--- src/rtl/core/rilbp_pkg.sv ---
// Package: shared types, constants and a helper function for the 3x3 rotation-invariant LBP block.
package rilbp_pkg;

	localparam int DEF_MAX_WIDTH     = 1024;
	localparam int DEF_PIXEL_BITS    = 8;
	localparam int PIXEL_FIELD_BITS  = 8;
	localparam int CODE_BITS         = 8;
	localparam int NBR_COUNT         = 8;
	localparam int IMAGE_WIDTH_BITS  = 11;
	localparam int IMAGE_WIDTH_RESET = 1024;
	localparam int MIN_WIDTH         = 3;
	localparam int APB_ADDR_BITS     = 3;
	localparam int APB_DATA_BITS     = 32;
	localparam int REG_INDEX_BITS    = 1;

	localparam logic [REG_INDEX_BITS-1:0] REG_IMAGE_WIDTH = 1'b0;

	typedef struct packed {
		logic [PIXEL_FIELD_BITS-1:0] pixel;
		logic                        frame_start;
	} pix_t;

	typedef struct packed {
		logic [CODE_BITS-1:0] lbp_code;
		logic                 row_last;
	} code_t;

	// one stage of the rotation chain
	typedef struct packed {
		logic                 valid;
		logic [CODE_BITS-1:0] rot;
		logic [CODE_BITS-1:0] best;
		logic                 row_last;
	} rot_t;

	function automatic logic [CODE_BITS-1:0] rotl(input logic [CODE_BITS-1:0] v);
		return {v[CODE_BITS-2:0], v[CODE_BITS-1]};
	endfunction

endpackage

--- src/rtl/core/rilbp_col_cell.sv ---
// Window cell: holds one column (top, middle, bottom) of the 3x3 window.
module rilbp_col_cell
	import rilbp_pkg::*;
#(
	parameter int PIXEL_BITS = DEF_PIXEL_BITS
) (
	input  logic                       clk,
	input  logic                       arst_n,
	input  logic                       en,
	input  logic [2:0][PIXEL_BITS-1:0] col_in,
	output logic [2:0][PIXEL_BITS-1:0] col_out
);

	logic [2:0][PIXEL_BITS-1:0] col_q;

	always_ff @(posedge clk or negedge arst_n) begin
		if (!arst_n) begin
			col_q <= '0;
		end else if (en) begin
			col_q <= col_in;
		end
	end

	assign col_out = col_q;

endmodule

--- config.mk ---
export PLATFORM = sky130hd
export DESIGN_NAME = rilbp_col_cell
export DESIGN_NICKNAME = d
export VERILOG_FILES = /design/src/rtl/core/rilbp_pkg.sv /design/src/rtl/core/rilbp_col_cell.sv
export SDC_FILE = /design/constraint.sdc
export NUM_CORES = 1
export LEC_CHECK = 0
export ABC_AREA = 1
export BUFFER_PORTS_ARGS = -buffer_cell sky130_fd_sc_hd__clkbuf_2
export CORE_MARGIN = 2
export CORE_UTILIZATION = 40
export CTS_BUF_LIST = sky130_fd_sc_hd__clkbuf_8
export DETAILED_ROUTE_END_ITERATION = 12
export PLACE_DENSITY = 0.75
export SLEW_MARGIN = 20
export SYNTH_ARGS = -nofsm -noshare
export SYNTH_HDL_FRONTEND = slang
export SYNTH_SLANG_ARGS = --single-unit
export TNS_END_PERCENT = 20
--- constraint.sdc ---
create_clock -name clk -period 0.8 [get_ports clk]
set_input_delay 0.2 -clock clk [delete_from_list [all_inputs] [get_ports clk]]
set_output_delay 0.2 -clock clk [all_outputs]
set_load 0.005 [all_outputs]
* Yosys cells after proc, flatten, opt, wreduce, memory -nomap -nowiden *
Index checks and enable logic that the tools add are counted.

word-level totals
  flip-flop bits (word level) = 24
  input bits = 27
  output and inout port bits = 24
  logic and storage cells = 3

* Logic depth before layout (Yosys ltp) *
Gate-level depths: netlist of the first run.

  word-level depth = 0
  depth in mapped cells = 5

* Worst setup path after synthesis of the first run *
No wires, ideal clock.

  path kind = in2reg
  start = in en
  end = reg col_q, in the netlist col_out[10]
  library setup time = 0.116 ns
  arrival = 0.568 ns
  data required time = 0.684 ns
  setup slack = 0.116 ns
  stages on the path = 5
  cells stage by stage = buf_6 -> inv_8 -> buf_12 -> nand2_2 -> nand2_1

RTL lines
  what                  line                  source
  start, declared       rilbp_col_cell.sv:9   input logic en,
  end signal, assigned  rilbp_col_cell.sv:20  col_q <= col_in;
  end, declared         rilbp_col_cell.sv:14  logic [2:0][PIXEL_BITS-1:0] col_q;

* Final worst setup path of the first run *
  start = reg col_q, in the netlist col_out[9]
  end = out col_out[9] in the netlist's numbering

RTL lines
  what           line                  source
  end, declared  rilbp_col_cell.sv:11  output logic [2:0][PIXEL_BITS-1:0] col_out

No word-level cell between the ends.

==> results by group, run 1 <==
Yosys
  • Syn nets: 129
  • #FFs+latches synth: 24
  • Library cells used by synthesis: 7
  • Yosys warning count: 0
  • Syn Area/Cell: 9.56 um^2
  • Sequential share of the synthesized area: 61.6%
  • Cell area after synthesis: 975 um^2
  • Ranking of synthesized cells by area: dfrtp_1 62%, nand2_1 24%, nand2_2 6.4%
  • Area leader, netlist: dfrtp_1
  • Syn Inst Count: 102
  • Top cell type's share of synthesized area: 61.6%

Detailed routing
  • Final wirelength: 2040 um
  • ANT nets after route: 0
  • WL/cell: roughly 11 um
  • Via/cell ratio: approximately 4.4
  • Initial DRC Count: 5
  • Drt first pass iters: 3
  • Remaining DRCs: 0
  • Vias: 840

Power
  • Clock power share: between 20 and 30%
  • Peak supply drop: 1.24 mV
  • Switching pwr: 0.616 mW
  • Combinational Power Share: approximately 17%
  • Sequential Power Share: 52.8%
  • Internal Power: 2.00 mW
  • Pleak: slightly above 0.8 nW
  • Tot Pwr: between 2 and 3 mW
  • Sw Ratio: 23.5%
  • PwrDens: 1900 mW/mm^2

STA
  • Final setup violation count: 25
  • Peak Freq: between 1 and 1.5 GHz
  • Post-route setup slack: -0.173 ns
  • Fin. Hold Viols: 0
  • TNS Setup: -3.72 ns
  • Setup Skew: 0 ns
  • Final min period: roughly 0.97 ns
  • RSZ-0062 raised after global routing: true
  • Part of the cycle the worst path needs: 122%
  • Measured slew at the worst slew-check pin: 0.233 ns
  • Slew HR: about 84%
  • Pins Over Slew Limit: 0

Setup path
  • FF-to-FF path depth: 4
  • CP Cell Sequence: clkbuf_2
  • WP data arrival: 0.77 ns
  • CP max FO: 2
  • Delay of the slowest critical-path stage: 0.40 ns
  • CP Launch Type: flop
  • Levels on crit path: 1
  • R2R setup slack: -0.03 ns
  • Crit-path slowest cell: dfrtp_1
  • Type of the worst setup path: flop to output port
  • Worst setup EP type: output port
  • Crit path buf inv count: 1
  • Critical Path RT: ~0.60 ns
  • Crit path max-delay family: flip-flops

Global route
  • Met1 Resource Use GR: around 18%
  • Met3 global-route usage: 3.39%
  • Met2 Use GR: 30.0%
  • Largest net degree at the start of global routing: 25
  • First-pass GRT wire length: 3280 um
  • GRT Total Usage: 15.9%
  • GR peak layer: met2
  • Vias in the first global route: 808
  • Initial antenna violation count: 0
  • Total grt overflow: 0

Die
  • Core ar.: 0.00225 mm^2
  • Initial Utilization: 43.2%
  • Full die area: 0.00285 mm^2
  • DIE HEIGHT: 53.4 um
  • Die width: between 50 and 60 um
  • IO Pins: 51
  • Num rows: 17

Flow run
  • Max_cap viols: 0

Final layout
  • Layout Area Growth over Synthesis: 41.3%
  • Layout cells sized above 1: 46.6%
  • Nets: 191
  • Inserted Diodes: 0
  • Post-route cell area: 0.00138 mm^2
  • Largest register FFs: 24

Place
  • Port Buffers: 50
  • Hpwl dp: 1490 um
  • Pre-CTS setup slack: -0.00506 ns
  • Final RePlAce weighted congestion: 0.657
  • Dpl cell area: roughly 0.0013 mm^2

Worst hold path
  • Hold path depth: 3
  • Worst Hold Class: primary input to flop

Clocking
  • Clock Pin Slew Worst Setup and Hold Paths: 0.08 ns
  • Clock Latency Late Sink: 0.25 ns
  • CTS sink cnt: 24
  • TritonCTS clock tree: yes
  • Root Buffer: clkbuf_8
  • Max Buffers Root-to-Sink: 2
  • CTS buffer count: 3
  • H-tree levels: 1
  • Post-CTS sizing: 0

Status
  • Violated checks: setup timing
  • Run status: complete, but fails checks
[kinds of logic (layout without fill, tap and decap cells)]
group | Yosys count | count (layout) | synth area share, %
buffers and inverters | 6 | 67 | 8.09
flip-flops | 24 | 24 | 61.6
AND/OR/NAND/NOR | 72 | 72 | 30.3
[Yosys cell counts]
cell      count
dfrtp_1      24
nand2_1      62
inv_8         1
clkbuf_8      1
nand2_2      10
buf_12        1
buf_6         3
[layer usage]
metal	share of wire, %	up-vias
li1	-	424
met1	45	377
met2	46	37
met4	0.64	0
met5	0	-
met3	8.3	2
[final cells by class]
cell class / instances / area, um^2
fill: 206 / 877
sequential: 24 / 601
timing repair buffer: 62 / 380
multi-input combinational: 72 / 295
clock buffer: 4 / 55.1
tap: 28 / 35.0
inverter: 1 / 11.3
[power groups by stage]
stage	combinational [mW]	clock [mW]	sequential, mW
3_3_place_gp	0.393	0	1.41
2_1_floorplan	0.168	0	1.42
3_5_place_dp	0.405	0	1.41
6_report	0.456	0.778	1.38
5_1_grt	0.515	0.868	1.40
4_1_cts	0.459	0.813	1.38
[cells in the final DEF, fill, tap and decap left out]
cell	synthesis	layout
clkbuf_8	1	4
clkbuf_2	0	50
dlygate4sd3_1	0	1
nand2_2	10	10
dfrtp_1	24	24
inv_8	1	1
nand2_1	62	62
buf_4	0	8
buf_12	1	3
[per-stage QoR]
stage / cells / utilization (%) / hold slack [ns]
after global routing: 191 / 61.1 / 0.136
after floorplan: 102 / - / -0.0956
after CTS: 190 / 60.8 / 0.134
after detailed placement: 178 / 55.5 / 0.153
after global placement: 178 / 55.5 / 0.154
final: 191 / 61.1 / 0.140
[path summary, 6_finish.rpt]
kind | startpoint | endpoint
min in group asynchronous | arst_n | col_out[9]
worst max-delay path | col_out[9] | col_out[9]
worst min register to register | col_out[2] | col_out[2]
worst max register to register | col_out[16] | col_out[16]
worst min-delay path | col_in[22] | col_out[22]
max in group asynchronous | arst_n | col_out[14]
[what timing repair did]
| action | in CTS | in global routing |
|---|---|---|
| endpoints found under the setup margin | 24 | 24 |
| hold buffers | 1 | 0 |
| setup buffers | 7 | 1 |
| hold endpoints to repair | 24 | 0 |
Note: power is estimated with default switching activity, not from simulation.
==> run 2: changes to the inputs <==
Settings changed: ABC_AREA 1 to default.
==> results by group, run 2 <==
Final layout
  • Most frequent cells in the layout: 50 x clkbuf_2, 24 x dfrtp_1, 20 x mux2_4
  • Nets: ~140
  • Layout cells sized above 1: 77.5%
  • Fillers: just over 200
  • Inserted Diodes: 0
  • Layout Area Growth over Synthesis: 40.0%
  • Largest register FFs: 24
  • Reg area: about 600 um^2
  • Commonest non-fill, non-tap cell in the layout: clkbuf_2
  • Area of the multi-input gates: about 350 um^2

Power
  • Pleak: 0.754 nW
  • Peak supply drop: about 1.2 mV
  • PwrDens: 1940 mW/mm^2
  • Tot Pwr: 2.71 mW

Yosys
  • Top FF cell, synth: dfrtp_1
  • Sequential share of the synthesized area: 60.2%
  • Syn nets: just under 80
  • Library cells used by synthesis: 5
  • Syn Area/Cell: 19.6 um^2
  • Mux share of post-synthesis cell area: 34.6%
  • Area leader, netlist: dfrtp_1
  • Compound-gate portion of the synthesized area: 0%
  • Post-synth top cells: 24 x dfrtp_1, 20 x mux2_4, 4 x mux2_2, 2 x buf_12, 1 x buf_6
  • Cell area after synthesis: 997 um^2
  • Xor-xnor portion of the synthesized cell area: 0%
  • Syn Inst Count: around 50
  • Post-synth EDFFs: 0
  • Adder-Cell Fraction of Synth Area: 0%
  • Ranking of synthesized cells by area: dfrtp_1 60%, mux2_4 30%, mux2_2 4.5%
  • Yosys warning count: 0
  • Post-synth ARST share: 100%
  • Top cell type's share of synthesized area: 60.2%
  • Synth Area in Simple Gates: 0%
  • #FFs+latches synth: 24
  • Top-count cell post-synth: dfrtp_1
  • Main combinational cell family by area after synthesis: multiplexers

Detailed routing
  • WL/cell: 12.5 um
  • Final wirelength: 1760 um
  • Vias: 610
  • Remaining DRCs: 0
  • ANT nets after route: 0
  • Initial DRC Count: 0
  • Via/cell ratio: 4.33
  • Drt first pass iters: 1

Die
  • Core ar.: 0.00241 mm^2
  • Initial Utilization: roughly two fifths
  • IO Pins: slightly above 50
  • Num rows: 18
  • DIE HEIGHT: 53.9 um
  • Die width: 53.9 um
  • Full die area: about 0.0029 mm^2

Setup path
  • CP max FO: 2
  • Worst setup EP type: output port
  • CP Cell Sequence: clkbuf_2
  • WP data arrival: 0.77 ns
  • Crit path buf inv count: 1
  • Critical Path RT: 0.60 ns
  • CP Launch Type: flop
  • FF-to-FF path depth: 2
  • R2R setup slack: -0.09 ns
  • Worst setup path endpoint: col_out[22]
  • Crit path from: col_out[22]
  • Type of the worst setup path: flop to output port
  • Crit path max-delay family: flip-flops
  • Crit-path slowest cell: dfrtp_1
  • Worst reg2reg startpoint: col_out[19]
  • Worst r2r dst: col_out[19]
  • Delay of the slowest critical-path stage: 0.40 ns
  • Levels on crit path: 1

Status
  • Run status: complete, but fails checks
  • Violated checks: setup timing

STA
  • Slew HR: 86.8%
  • TNS Setup: -4.08 ns
  • Part of the cycle the worst path needs: 121%
  • Setup Skew: 0 ns
  • Post-route setup slack: -0.168 ns
  • Measured slew at the worst slew-check pin: 0.198 ns
  • Final setup violation count: 29
  • RSZ-0062 raised after global routing: true
  • Final min period: 0.968 ns
  • Peak Freq: 1.03 GHz
  • Fin. Hold Viols: 0
  • Pins Over Slew Limit: 0

Worst hold path
  • Worst Hold Class: primary input to flop
  • Worst Min Path Start: col_in[0]

Global route
  • GRT Total Usage: 12.8%
  • Initial antenna violation count: 0
  • Total grt overflow: 0
  • Vias in the first global route: around 600
  • First-pass GRT wire length: between 2000 and 3000 um
  • Largest net degree at the start of global routing: 25

Place
  • Port Buffers: 50
  • Final RePlAce weighted congestion: 0.678

Clocking
  • Max Buffers Root-to-Sink: 2
  • H-tree levels: 1
  • CTS buffer count: 3
  • CTS sink cnt: 24
  • Root Buffer: clkbuf_8
  • TritonCTS clock tree: yes
  • Clock Pin Slew Worst Setup and Hold Paths: 0.08 ns
  • Clock Latency Late Sink: ~0.25 ns

Flow run
  • Max_cap viols: 0
## run 2: worst min path at each step
stage                        endpoint  slack [ns]  cells after the start
after floorplan            col_out[0]        -0.1                      0
after global placement    col_out[15]        0.15                      2
after detailed placement   col_out[3]        0.15                      2
after CTS                 col_out[17]        0.16                      2
after global routing       col_out[0]        0.16                      2
final                      col_out[0]        0.17                      2
## run 2: cell families (layout without fill, tap and decap cells)
| kind of cell | after synthesis | in the layout |
|---|---|---|
| buffers and inverters | 3 | 63 |
| muxes | 24 | 24 |
| DFF | 24 | 24 |
## run 2: where the power goes
group / switching [mW] / internal [mW]
combinational: 0.169 / 0.350
sequential: 0.0671 / 1.33
clock: 0.350 / 0.438
total: 0.587 / 2.12
## run 2: repair_timing
item                                   in CTS  in global routing
setup buffers                               2                  3
cloned                                      0                  0
setup endpoints to repair                  24                 26
endpoints found under the hold margin      24                  0
hold buffers                                1                  0
resized for setup                           0                  0
## run 2: per-stage QoR
stage	setup WS [ns]	utilization [%]	hold slack (ns)	area [um^2]	instances
global placement	-0.193	53.7	0.149	1290	131
floorplan	-0.0582	-	-0.0956	1010	51
finish	-0.168	57.9	0.169	1400	141
detailed placement	-0.212	53.7	0.151	1290	131
global route	-0.203	57.9	0.156	1400	141
CTS	-0.176	57.0	0.164	1370	138
## run 2: cell type report
type / instances / area share [%]
clock buffers: 4 / 3.94
multi-input cells: 24 / 24.7
flip-flops and latches: 24 / 43.0
well taps: 30 / 2.69
repair buffers: 59 / 25.6
## run 2: per-layer routing
layer	vias up	routed length [um]	GRT usage [%]	part of all wire [%]
li1	296	-	-	-
met1	297	716	16.3	41
met2	17	961	22.0	55
met3	0	79	1.67	4.5
met4	0	0	5.13	0
met5	-	0	0	0
## run 2: worst reg2reg max path, stage by stage, from the launching register on
cell,delay (ns)
dfrtp_1,0.39
buf_4,0.14
mux2_4,0.26
