File: src/rtl/core/rilbp_pkg.sv
// Package: shared types, constants and a helper function for the 3x3 rotation-invariant LBP block.
package rilbp_pkg;

	localparam int DEF_MAX_WIDTH     = 1024;
	localparam int DEF_PIXEL_BITS    = 8;
	localparam int PIXEL_FIELD_BITS  = 8;
	localparam int CODE_BITS         = 8;
	localparam int NBR_COUNT         = 8;
	localparam int IMAGE_WIDTH_BITS  = 11;
	localparam int IMAGE_WIDTH_RESET = 1024;
	localparam int MIN_WIDTH         = 3;
	localparam int APB_ADDR_BITS     = 3;
	localparam int APB_DATA_BITS     = 32;
	localparam int REG_INDEX_BITS    = 1;

	localparam logic [REG_INDEX_BITS-1:0] REG_IMAGE_WIDTH = 1'b0;

	typedef struct packed {
		logic [PIXEL_FIELD_BITS-1:0] pixel;
		logic                        frame_start;
	} pix_t;

	typedef struct packed {
		logic [CODE_BITS-1:0] lbp_code;
		logic                 row_last;
	} code_t;

	// one stage of the rotation chain
	typedef struct packed {
		logic                 valid;
		logic [CODE_BITS-1:0] rot;
		logic [CODE_BITS-1:0] best;
		logic                 row_last;
	} rot_t;

	function automatic logic [CODE_BITS-1:0] rotl(input logic [CODE_BITS-1:0] v);
		return {v[CODE_BITS-2:0], v[CODE_BITS-1]};
	endfunction

endpackage

File: src/rtl/core/rilbp_rot_cell.sv
// Rotation cell: rotates the code by one bit and keeps the running minimum.
module rilbp_rot_cell
	import rilbp_pkg::*;
(
	input  logic clk,
	input  logic arst_n,
	input  logic en,
	input  rot_t d,
	output rot_t q
);

	logic [CODE_BITS-1:0] nxt_rot;
	logic                 valid_q;
	logic [CODE_BITS-1:0] rot_q;
	logic [CODE_BITS-1:0] best_q;
	logic                 last_q;

	assign nxt_rot = rotl(d.rot);

	always_ff @(posedge clk or negedge arst_n) begin
		if (!arst_n) begin
			valid_q <= 1'b0;
		end else if (en) begin
			valid_q <= d.valid;
		end
	end

	always_ff @(posedge clk) begin
		if (en) begin
			rot_q  <= nxt_rot;
			best_q <= (nxt_rot < d.best) ? nxt_rot : d.best;
			last_q <= d.row_last;
		end
	end

	assign q = '{valid: valid_q, rot: rot_q, best: best_q, row_last: last_q};

endmodule

File: config.mk
export PLATFORM = sky130hd
export DESIGN_NAME = rilbp_rot_cell
export DESIGN_NICKNAME = d
export VERILOG_FILES = /design/src/rtl/core/rilbp_pkg.sv /design/src/rtl/core/rilbp_rot_cell.sv
export SDC_FILE = /design/constraint.sdc
export NUM_CORES = 1
export LEC_CHECK = 0
export BUFFER_PORTS_ARGS = -buffer_cell sky130_fd_sc_hd__buf_2
export CAP_MARGIN = 20
export CORE_MARGIN = 1
export CORE_UTILIZATION = 44
export DETAILED_ROUTE_END_ITERATION = 12
export MAX_ROUTING_LAYER = met4
export PLACE_DENSITY = 0.76
export SYNTH_ARGS = -nofsm -noshare
export SYNTH_HDL_FRONTEND = slang
export SYNTH_SLANG_ARGS = --single-unit
export TNS_END_PERCENT = 5
File: constraint.sdc
create_clock -name clk -period 1 [get_ports clk]
set_clock_uncertainty 0.15 [all_clocks]
set_input_delay 0.2 -clock clk [delete_from_list [all_inputs] [get_ports clk]]
set_output_delay 0.2 -clock clk [all_outputs]
set_load 0.01 [all_outputs]
# --- After elaboration in Yosys (flattened, before gate mapping) ---
# Cells that the tools add are included.
word_totals:
  regBits: 18
  word_cells: 6
op_classes:
  order_cmp: 1
  muxes: 1
op_table:
  columns: ["cell", "n"]
  rows:
  - ["8-bit < comparator", 1]
  - ["8-bit 2-to-1 mux", 1]

# --- Depth between registers and ports, before layout ---
# Gate-level depths: netlist (run 1).
logic_depth:
  word_depth: 2
  ltp_mapped: 6
  ltp_nobuf: 6

# --- Worst setup path before layout (run 1) ---
# No wires, ideal clock.
synth_path:
  kind: "input port to flip-flop"
  from: "input port d[2] (netlist name)"
  to: "register best_q[0] (data pin)"
  path_stages: 5
  setup_slack_ns: -1.036
  t_required_ns: 0.590
  setup_time_ns: 0.260
  arrival_ns: 1.626
  path_cell_list: "inv_1 ha_1 a2111o_1 a211oi_4 mux2_2"
synth_via:
  elab_chain_cells: 2
synth_lines:
  columns: ["element", "line", "text"]
  rows:
  - ["start: declaration", "rilbp_rot_cell.sv:8", "input rot_t d,"]
  - ["8-bit < comparator", "rilbp_rot_cell.sv:31", "best_q <= (nxt_rot < d.best) ? nxt_rot : d.best;"]
  - ["8-bit 2-to-1 mux", "rilbp_rot_cell.sv:31", null]
  - ["end signal: assignment", "rilbp_rot_cell.sv:31", null]
  - ["end: declaration", "rilbp_rot_cell.sv:15", "logic [CODE_BITS-1:0] best_q;"]
# Every way passes these cells.
# A chain may end at the register's enable or synchronous reset.

# --- Final worst setup path (run 1) ---
layout_path:
  from: "input port d[2] (netlist name)"
  to: "register best_q[5] (data pin)"
# The elaborated chain is that of the path after synthesis.

==> results by group, run 1 <==
Run status
  – Status: complete, but fails checks
  – Failing checks: negative hold slack, negative setup slack

CTS
  – Clock latency at the later pin of the worst-skew pair: 0.28 ns
  – CTS sink cnt: 18
  – TritonCTS clock tree: done
  – Clk root buf: clkbuf_4
  – TritonCTS Buffers: 3
  – H-tree Lvls: 1
  – Reg clk slew, reported paths: 0.10 ns
  – Clock Path Buffers: 2

Worst hold path
  – Hold Path Cell Cnt: 2
  – Hold endpoint: valid_q$_DFFE_PN0P_
  – Worst min path class: input port to flop
  – Hold Crit Start: d[17]

Critical path
  – Reg2reg setup slack: 0.10 ns
  – CP Buf/Inv Count: 3
  – Setup CP Type: input port to flop
  – Worst Path Max Fanout: 4
  – Crit path cell chain: buf_8, inv_4, ha_4, a2111o_1, a211oi_4, buf_6, mux2_4
  – FF-to-FF Start: valid_q$_DFFE_PN0P_
  – Reg2Reg Depth: 1
  – Critical-path top delay cell: a2111o_1
  – CP peak stage delay: 0.40 ns
  – Arr. time, crit path: 1.66 ns
  – CP endpoint kind: flop
  – WP data required: 0.89 ns
  – Nature of the critical path startpoint: input port
  – Delay-heaviest family, CP: compound AO/OA/AOI/OAI gates
  – R2r endpoint: valid_q$_DFFE_PN0P_

Layout
  – Final Instance Count excl. Fillers: 134
  – Area grow syn2layout: 53.05%
  – Number of fill cells: 146
  – Layout cells sized above 1: 56.88%
  – Fin util: 72.84%
  – FF+latch area: 535.5 um2
  – Layout net count: 138
  – # diodes: 0
  – Area of the multi-input gates: 305.3 um2

STA
  – Max_slew headroom: 85.18%
  – Final setup margin: -0.7730 ns
  – Slew @ Worst Pin: 0.2215 ns
  – Hold slack: -0.001348 ns
  – Unrepaired setup endpoints after global routing: yes
  – Final hold viol count: 1
  – Fmax: 564.0 MHz
  – Post-route clock period utilization: 177.3%
  – Slew Viols, Final: 0
  – Finish-stage setup viols: 26
  – Tmin final: 1.773 ns

Synth
  – Syn_nets: 81
  – Top cells by area, synth: edfxtp_1, mux2_2, ha_1, inv_1, dfrtp_1
  – Most frequent cell after synthesis: edfxtp_1
  – Most used DFF post-synth: edfxtp_1
  – Post-Syn Area per Cell: 15.84 um2
  – Mapped cell area: 839.6 um2
  – Asr flop ratio synth: 5.556%
  – Register area share after synthesis: 63.79%
  – Post-Syn Instances: 53
  – EDFF count, synth: 17
  – Netlist cell types: 14
  – Synth top area share: 60.80%
  – Yosys warnings: 0
  – Cell taking the most area after synthesis: edfxtp_1
  – Commonest cells in the synthesized netlist: edfxtp_1, mux2_2, inv_1
  – #FFs+latches synth: 18

Detailed routing
  – Post-route ant nets: 0
  – TritonRoute pass-1 iters: 2
  – Remaining DRCs: 0
  – Initial DRC Count: 1
  – Final wirelength: 1598 um
  – WL per Instance: 11.93 um
  – Vias per inst: 4.604
  – Vias after detailed routing: 617

Placed design
  – Placed instance count: 122
  – Port bufs: 38
  – GP Congestion: 0.7586
  – DP HPWL: 1109 um

Power
  – Pint: 0.001287 W
  – Part of the power in registers: 54.5%
  – Peak supply drop: 0.7360 mV
  – Sw Share: 23.66%
  – Pwr dens: 1312 nW/um2
  – Psw: 0.0003987 W
  – Comb pwr share: 24.7%
  – Clock Power Share: 20.7%
  – Leak: 0.6067 nW

Job
  – Maxcap violations: 0

Floorplanning
  – Core area: 1764 um2
  – I/O pin cnt: 39
  – Die height: 45.68 um
  – Initial core utilization: 47.59%
  – FP Rows: 15
  – Width of the die: 45.68 um
  – Die Area: 2087 um2

Global route
  – Tot GR Track Use: 17.37%
  – Largest net degree at the start of global routing: 11
  – Congestion Overflow GR: 0
  – Number of global-route vias before repair: 569
  – Initial antenna violation count: 0
  – First-pass GRT wire length: 2373 um
flip-flops by register name, summed over array words and instances (netlist names):
name and flops:
best_q 8, last_q 1, rot_q 8, valid_q 1
power by group through the flow:
stage          registers, W  logic [W]  clock network (W)
2_1_floorplan      0.000978   0.000128                  0
3_3_place_gp       0.000937   0.000324                  0
3_5_place_dp       0.000937   0.000331                  0
4_1_cts            0.000920   0.000406           0.000370
5_1_grt            0.000929   0.000450           0.000392
6_report           0.000919   0.000417           0.000349
logic make-up (layout without fill, tap and decap cells):
kind of cell | count (synthesis) | after routing | share of synthesized area, %
AOI/OAI and AO/OA | 6 | 6 | 6.408
adders and majority gates | 7 | 7 | 10.43
buffers and inverters | 10 | 66 | 5.365
DFF | 18 | 18 | 63.78
muxes | 9 | 9 | 12.07
and+or+nand+nor | 3 | 3 | 1.938
cells in the final DEF, fill, tap and decap left out, types with 3 or more instances in the layout:
cell,count
ha_1,6
buf_2,36
buf_4,6
dlygate4sd3_1,8
inv_1,7
clkbuf_4,3
mux2_4,8
buf_6,3
edfxtp_1,17
how the worst max path moves through the flow:
| stage | from | end | depth (start not counted) |
|---|---|---|---|
| after global routing | d[2] | best_q[3]$_DFFE_PP_ | 7 |
| after floorplan | d[2] | best_q[0]$_DFFE_PP_ | 5 |
| after detailed placement | d[2] | best_q[5]$_DFFE_PP_ | 7 |
| after global placement | d[2] | best_q[2]$_DFFE_PP_ | 7 |
| after CTS | d[2] | best_q[5]$_DFFE_PP_ | 7 |
| final | d[2] | best_q[5]$_DFFE_PP_ | 7 |
per-layer routing:
metal	wire [um]	GRT usage (%)
met3	75	2.381
met4	13	7.273
met5	0	-
met1	633	20.51
met2	876	29.43
what timing repair did:
action	CTS	global route
pin swaps	3	3
hold buffers	8	0
endpoints found under the hold margin	9	0
resized for setup	16	3
setup buffers	0	0
endpoints found under the setup margin	26	26
per-stage QoR:
step	setup slack (ns)	hold WS, ns	setup TNS, ns	instance area [um2]	power (W)
floorplan	-1.036	-0.2456	-8.288	839.6	0.001107
global placement	-1.116	-0.1754	-8.898	1106	0.001262
detailed placement	-1.135	-0.1699	-9.010	1106	0.001268
CTS	-0.8177	-0.006085	-9.176	1277	0.001696
global route	-0.7867	0.008825	-9.550	1285	0.001771
finish	-0.7730	-0.001348	-8.544	1285	0.001685
area by class of cell:
class	instances	share of cell area, %
Multi-Input combinational cell	25	23.76
Timing Repair Buffer	54	27.56
Clock inverter	1	0.2921
Sequential cell	18	41.67
Clock buffer	3	1.753
Tap cell	25	2.434
Inverter	8	2.532
Power figures use the tool's default switching activity.
==> run 2: changes to the inputs <==
--- a/config.mk
+++ b/config.mk
@@ -11,7 +11,7 @@
 export CORE_UTILIZATION = 44
 export DETAILED_ROUTE_END_ITERATION = 12
 export MAX_ROUTING_LAYER = met4
-export PLACE_DENSITY = 0.76
+export PLACE_DENSITY = 0.87
 export SYNTH_ARGS = -nofsm -noshare
 export SYNTH_HDL_FRONTEND = slang
 export SYNTH_SLANG_ARGS = --single-unit
==> run 2 against run 1 <==
Design area is 0.39% lower. Routed wire length is 18% higher. Register-to-register slack hardly changed. Power is 2.2% higher. The run still ends with negative hold slack, negative setup slack left. Die area stayed put.
==> results by group, run 2 (synthesized netlist as in run 1, its figures left out) <==
Layout
  – Fin util: 72.55%
  – # diodes: 0
  – Layout net count: 137
  – Most frequent cells in the layout: buf_2, edfxtp_1, mux2_4, dlygate4sd3_1, inv_1
  – Layout cells sized above 1: 56.48%
  – Area grow syn2layout: 52.46%
  – Final instance area: 1280 um2
  – Top Registers: best_q: 8 flops, rot_q: 8 flops
  – Most common cell after layout, fill and taps aside: buf_2

Placed design
  – Placed Instance Area: 1091 um2
  – GP Congestion: 0.7635
  – Post-Place Worst Slack: -1.142 ns
  – DP HPWL: 1220 um
  – Port bufs: 38

Critical path
  – WP data required: 0.91 ns
  – R2r endpoint: valid_q$_DFFE_PN0P_
  – FF-to-FF Start: valid_q$_DFFE_PN0P_
  – CP endpoint kind: flop
  – CP peak stage delay: 0.40 ns
  – Setup CP Type: input port to flop
  – Critical-path top delay cell: a2111o_1
  – Reg2Reg Depth: 1
  – Worst Path Max Fanout: 4
  – Crit path cell chain: buf_8, inv_4, ha_4, a2111o_1, a211oi_4, buf_6, mux2_4
  – Nature of the critical path startpoint: input port
  – Arr. time, crit path: 1.65 ns
  – Reg2reg setup slack: 0.09 ns

Power
  – Pwr dens: 1346 nW/um2
  – Peak supply drop: 0.8549 mV
  – Pint: 0.001286 W
  – Part of the power in registers: 53.7%
  – Clock Power Share: 22.1%
  – Leak: 0.6015 nW
  – Comb pwr share: 24.2%
  – Sw Share: 25.31%
  – Psw: 0.0004359 W

STA
  – Post-route clock period utilization: 174.4%
  – Tmin final: 1.744 ns
  – Slew Viols, Final: 0
  – Fin Setup TNS: -8.956 ns
  – Final hold viol count: 1
  – Finish-stage setup viols: 26
  – Max_slew headroom: 84.20%
  – Slew @ Worst Pin: 0.2370 ns
  – Unrepaired setup endpoints after global routing: yes
  – Final setup margin: -0.7438 ns
  – Hold slack: -0.01232 ns
  – Fmax: 573.4 MHz

Floorplanning
  – Width of the die: 45.68 um
  – Core area: 1764 um2
  – Initial core utilization: 47.59%
  – Die Area: 2087 um2
  – FP Rows: 15
  – I/O pin cnt: 39
  – Die height: 45.68 um

Job
  – Maxcap violations: 0

CTS
  – Clock latency at the later pin of the worst-skew pair: 0.30 ns
  – Hold_buf cts: 8
  – CTS sink cnt: 18
  – Clk root buf: clkbuf_4
  – TritonCTS Buffers: 3
  – Reg clk slew, reported paths: 0.10 ns
  – Clock Path Buffers: 2
  – H-tree Lvls: 1
  – TritonCTS clock tree: done

Global route
  – Initial antenna violation count: 0
  – First-pass GRT wire length: 2987 um
  – Number of global-route vias before repair: 640
  – Largest net degree at the start of global routing: 11
  – Tot GR Track Use: 21.83%
  – Congestion Overflow GR: 0

Run status
  – Failing checks: negative hold slack, negative setup slack
  – Status: complete, but fails checks

Detailed routing
  – Remaining DRCs: 0
  – WL per Instance: 14.19 um
  – Initial DRC Count: 1
  – Post-route ant nets: 0
  – TritonRoute pass-1 iters: 3
  – Vias per inst: 4.827
  – Vias after detailed routing: 642
  – Final wirelength: 1887 um

Worst hold path
  – Hold Crit Start: d[17]
  – Hold Path Cell Cnt: 2
  – Hold endpoint: valid_q$_DFFE_PN0P_
  – Worst min path class: input port to flop
[run 2: worst max-delay path: cells and delay by family]
kind | cells | cell delay [ns]
AOI/OAI and AO/OA | 2 | 0.66
adders and majority gates | 1 | 0.18
muxes | 1 | 0.30
buffers and inverters | 3 | 0.30
[run 2: how the worst max path moves through the flow]
stage | from | endpoint | slack, ns | depth (start not counted)
after floorplan | d[2] | best_q[0]$_DFFE_PP_ | -1.04 | 5
after detailed placement | d[2] | best_q[4]$_DFFE_PP_ | -1.14 | 7
after CTS | d[2] | best_q[6]$_DFFE_PP_ | -0.80 | 7
after global placement | d[2] | best_q[7]$_DFFE_PP_ | -1.12 | 7
after global routing | d[2] | best_q[0]$_DFFE_PP_ | -0.77 | 7
final | d[2] | best_q[0]$_DFFE_PP_ | -0.74 | 7
[run 2: repair_timing]
action	CTS	global route
gates resized for setup	17	2
hold endpoints to repair	9	1
setup buffers	1	0
endpoints found under the setup margin	26	26
pin swaps	3	2
[run 2: layout make-up]
type,instances,area (um2)
flip-flops and latches,18,535.5
fillers,128,484.2
repair buffers,53,350.3
clock inverters,1,3.754
clock buffers,3,22.52
well taps,25,31.28
multi-input cells,25,304.0
inverters,8,32.53
[run 2: per-layer routing]
layer / track usage (%) / share of wire (%) / wire, um / vias up
met3: 1.984 / 5.2 / 99 / 6
met2: 37.14 / 53 / 1004 / 27
met5: - / 0 / 0 / -
met4: 12.73 / 3.1 / 59 / 0
met1: 24.74 / 38 / 724 / 305
li1: - / - / - / 304
[run 2: power groups by stage]
stage          Clock (W)  Combinational [W]  Sequential [W]
2_1_floorplan          0           0.000128        0.000978
3_3_place_gp           0           0.000318        0.000938
3_5_place_dp           0           0.000330        0.000939
4_1_cts         0.000374           0.000408        0.000923
5_1_grt         0.000404           0.000453        0.000932
6_report        0.000380           0.000417        0.000925
[run 2: stage by stage]
step,cells,total power [W]
3_5_place_dp,120,0.001270
5_1_grt,133,0.001790
4_1_cts,133,0.001705
2_1_floorplan,53,0.001107
3_3_place_gp,120,0.001256
6_report,133,0.001722
==> run 3: changes to the inputs <==
--- a/config.mk
+++ b/config.mk
@@ -5,13 +5,14 @@
 export SDC_FILE = /design/constraint.sdc
 export NUM_CORES = 1
 export LEC_CHECK = 0
+export ABC_AREA = 1
 export BUFFER_PORTS_ARGS = -buffer_cell sky130_fd_sc_hd__buf_2
 export CAP_MARGIN = 20
 export CORE_MARGIN = 1
-export CORE_UTILIZATION = 44
+export CORE_UTILIZATION = 45
 export DETAILED_ROUTE_END_ITERATION = 12
 export MAX_ROUTING_LAYER = met4
-export PLACE_DENSITY = 0.87
+export PLACE_DENSITY = 0.88
 export SYNTH_ARGS = -nofsm -noshare
 export SYNTH_HDL_FRONTEND = slang
 export SYNTH_SLANG_ARGS = --single-unit
==> run 3 against run 2 <==
The flow still finishes with violations (negative hold slack, negative setup slack). Worst setup slack gained 0.46 ns. Hold slack got worse by 0.00096 ns. First-iteration DRC count rose to 21 times the previous value. Routed wire length increased by 36%. Critical endpoint is now best_q[1]$_DFFE_PP_.
==> results by group, run 3 <==
Run status
  – Status: complete, but fails checks
  – Failing checks: negative hold slack, negative setup slack

Detailed routing
  – Post-route ant nets: 0
  – Remaining DRCs: 0
  – Vias after detailed routing: 806
  – WL per Instance: 15.81 um
  – TritonRoute pass-1 iters: 4
  – Initial DRC Count: 21
  – Final wirelength: 2561 um
  – Vias per inst: 4.975

CTS
  – Reg clk slew, reported paths: 0.10 ns
  – H-tree Lvls: 1
  – Clk root buf: clkbuf_4
  – Hold_buf cts: 3
  – Clock latency at the later pin of the worst-skew pair: 0.30 ns
  – TritonCTS clock tree: done
  – Clock Path Buffers: 2
  – TritonCTS Buffers: 3
  – CTS sink cnt: 18

Power
  – Tot Pwr: 0.001937 W
  – Pwr dens: 1259 nW/um2
  – Peak supply drop: 1.075 mV
  – Leak: 0.7291 nW

Synth
  – Commonest cells in the synthesized netlist: nand2_1, edfxtp_1, inv_1
  – Most frequent cell after synthesis: nand2_1
  – Mapped cell area: 879.6 um2
  – Top cells by area, synth: edfxtp_1, ha_1, nand2_1, nand3_1, inv_1
  – Netlist cell types: 14
  – EDFF count, synth: 17
  – Asr flop ratio synth: 5.556%
  – Post-Syn Instances: 78
  – #FFs+latches synth: 18
  – Cell taking the most area after synthesis: edfxtp_1
  – Register area share after synthesis: 60.88%
  – Post-Syn Area per Cell: 11.28 um2
  – Synth top area share: 58.04%
  – Syn_nets: 106
  – Most used DFF post-synth: edfxtp_1
  – Yosys warnings: 0

Floorplanning
  – Die Area: 2135 um2
  – Die height: 46.21 um
  – Core area: 1783 um2
  – Initial core utilization: 49.33%
  – Width of the die: 46.21 um
  – I/O pin cnt: 39
  – FP Rows: 15

STA
  – Final hold viol count: 1
  – Finish-stage setup viols: 26
  – Max_slew headroom: 89.36%
  – Fin Setup TNS: -5.257 ns
  – Slew @ Worst Pin: 0.1593 ns
  – Fmax: 777.0 MHz
  – Final setup margin: -0.2870 ns
  – Hold slack: -0.01328 ns
  – Unrepaired setup endpoints after global routing: yes
  – Post-route clock period utilization: 128.7%
  – Tmin final: 1.287 ns
  – Slew Viols, Final: 0

Critical path
  – Delay-heaviest family, CP: simple AND/OR/NAND/NOR gates
  – Setup CP Type: input port to flop
  – Worst Path Max Fanout: 8
  – CP endpoint kind: flop
  – Arr. time, crit path: 1.21 ns
  – Crit path cell chain: buf_8, inv_4, ha_4, a21oi_2, nand2_2, nand2_4, nand2_8, nand2_4, nand2_2
  – CP peak stage delay: 0.20 ns
  – Critical-path top delay cell: ha_4
  – CP Buf/Inv Count: 2
  – Nature of the critical path startpoint: input port
  – WP data required: 0.92 ns

Placed design
  – DP HPWL: 1645 um
  – GP Congestion: 0.8247
  – Port bufs: 38

Layout
  – Fin util: 86.25%
  – Area of the multi-input gates: 479.2 um2
  – Number of fill cells: 85
  – Area grow syn2layout: 74.82%
  – Most common cell after layout, fill and taps aside: buf_2
  – Layout cells sized above 1: 70.80%
  – Top Registers: best_q: 8 flops, rot_q: 8 flops
  – FF+latch area: 535.5 um2
  – # diodes: 0
  – Layout net count: 166
  – Most frequent cells in the layout: buf_2, edfxtp_1, buf_4

Global route
  – Largest net degree at the start of global routing: 11
  – Tot GR Track Use: 26.69%
  – Congestion Overflow GR: 0
  – Number of global-route vias before repair: 811
  – Initial antenna violation count: 0
  – First-pass GRT wire length: 3581 um

Job
  – Maxcap violations: 0

Worst hold path
  – Worst min path class: input port to flop
run 3: timing repair:
| item | 4_1_cts | 5_1_grt |
|---|---|---|
| endpoints found under the hold margin | 3 | 1 |
| buffers inserted | 1 | 2 |
| resized for setup | 29 | 26 |
| gates cloned | 1 | 0 |
| pin swaps | 14 | 16 |
| endpoints found under the setup margin | 26 | 26 |
run 3: worst paths after layout:
path                                      from                   to  slack [ns]  depth (start not counted)
max                                       d[4]  best_q[1]$_DFFE_PP_       -0.29                          9
min                                      d[17]  valid_q$_DFFE_PN0P_       -0.01                          2
max reg2reg                valid_q$_DFFE_PN0P_  valid_q$_DFFE_PN0P_        0.08                          1
min reg2reg                valid_q$_DFFE_PN0P_  valid_q$_DFFE_PN0P_        0.40                          1
max in group asynchronous               arst_n  valid_q$_DFFE_PN0P_        0.56                          2
min in group asynchronous               arst_n  valid_q$_DFFE_PN0P_        0.05                          2
run 3: logic make-up after synthesis:
logic type               synth area share [%]
AND/OR/NAND/NOR                         18.07
flip-flops                              60.88
buffers and inverters                   7.254
adder cells (fa/ha/maj)                 9.957
AO/OA/AOI/OAI                           2.560
multiplexers                            1.280
run 3: metal layers:
metal / up-vias / GRT usage [%] / part of all wire (%)
li1: 380 / - / -
met1: 388 / 25.50 / 36
met2: 32 / 46.48 / 58
met3: 6 / 3.922 / 3.3
met4: 0 / 22.35 / 3.0
met5: - / - / 0
run 3: metrics by stage:
stage,cells,cell area (um2),worst slack (ns)
after CTS,160,1426,-0.2373
after global routing,162,1538,-0.3264
after global placement,151,1224,-0.5862
final,162,1538,-0.2870
after floorplan,78,930.9,-0.3587
after detailed placement,151,1224,-0.6420
run 3: power by group:
part	internal [W]	switching [W]	total, W
clock network	0.000156	0.000237	0.000393
registers	0.000912	0.0000199	0.000932
logic	0.000302	0.000310	0.000612
total	0.00137	0.000566	0.00194
run 3: layout make-up:
class | count | share of cell area [%]
multi-input cells | 48 | 31.16
repair buffers | 57 | 27.34
flip-flops and latches | 18 | 34.83
well taps | 25 | 2.034
clock buffers | 4 | 1.709
inverters | 10 | 2.929
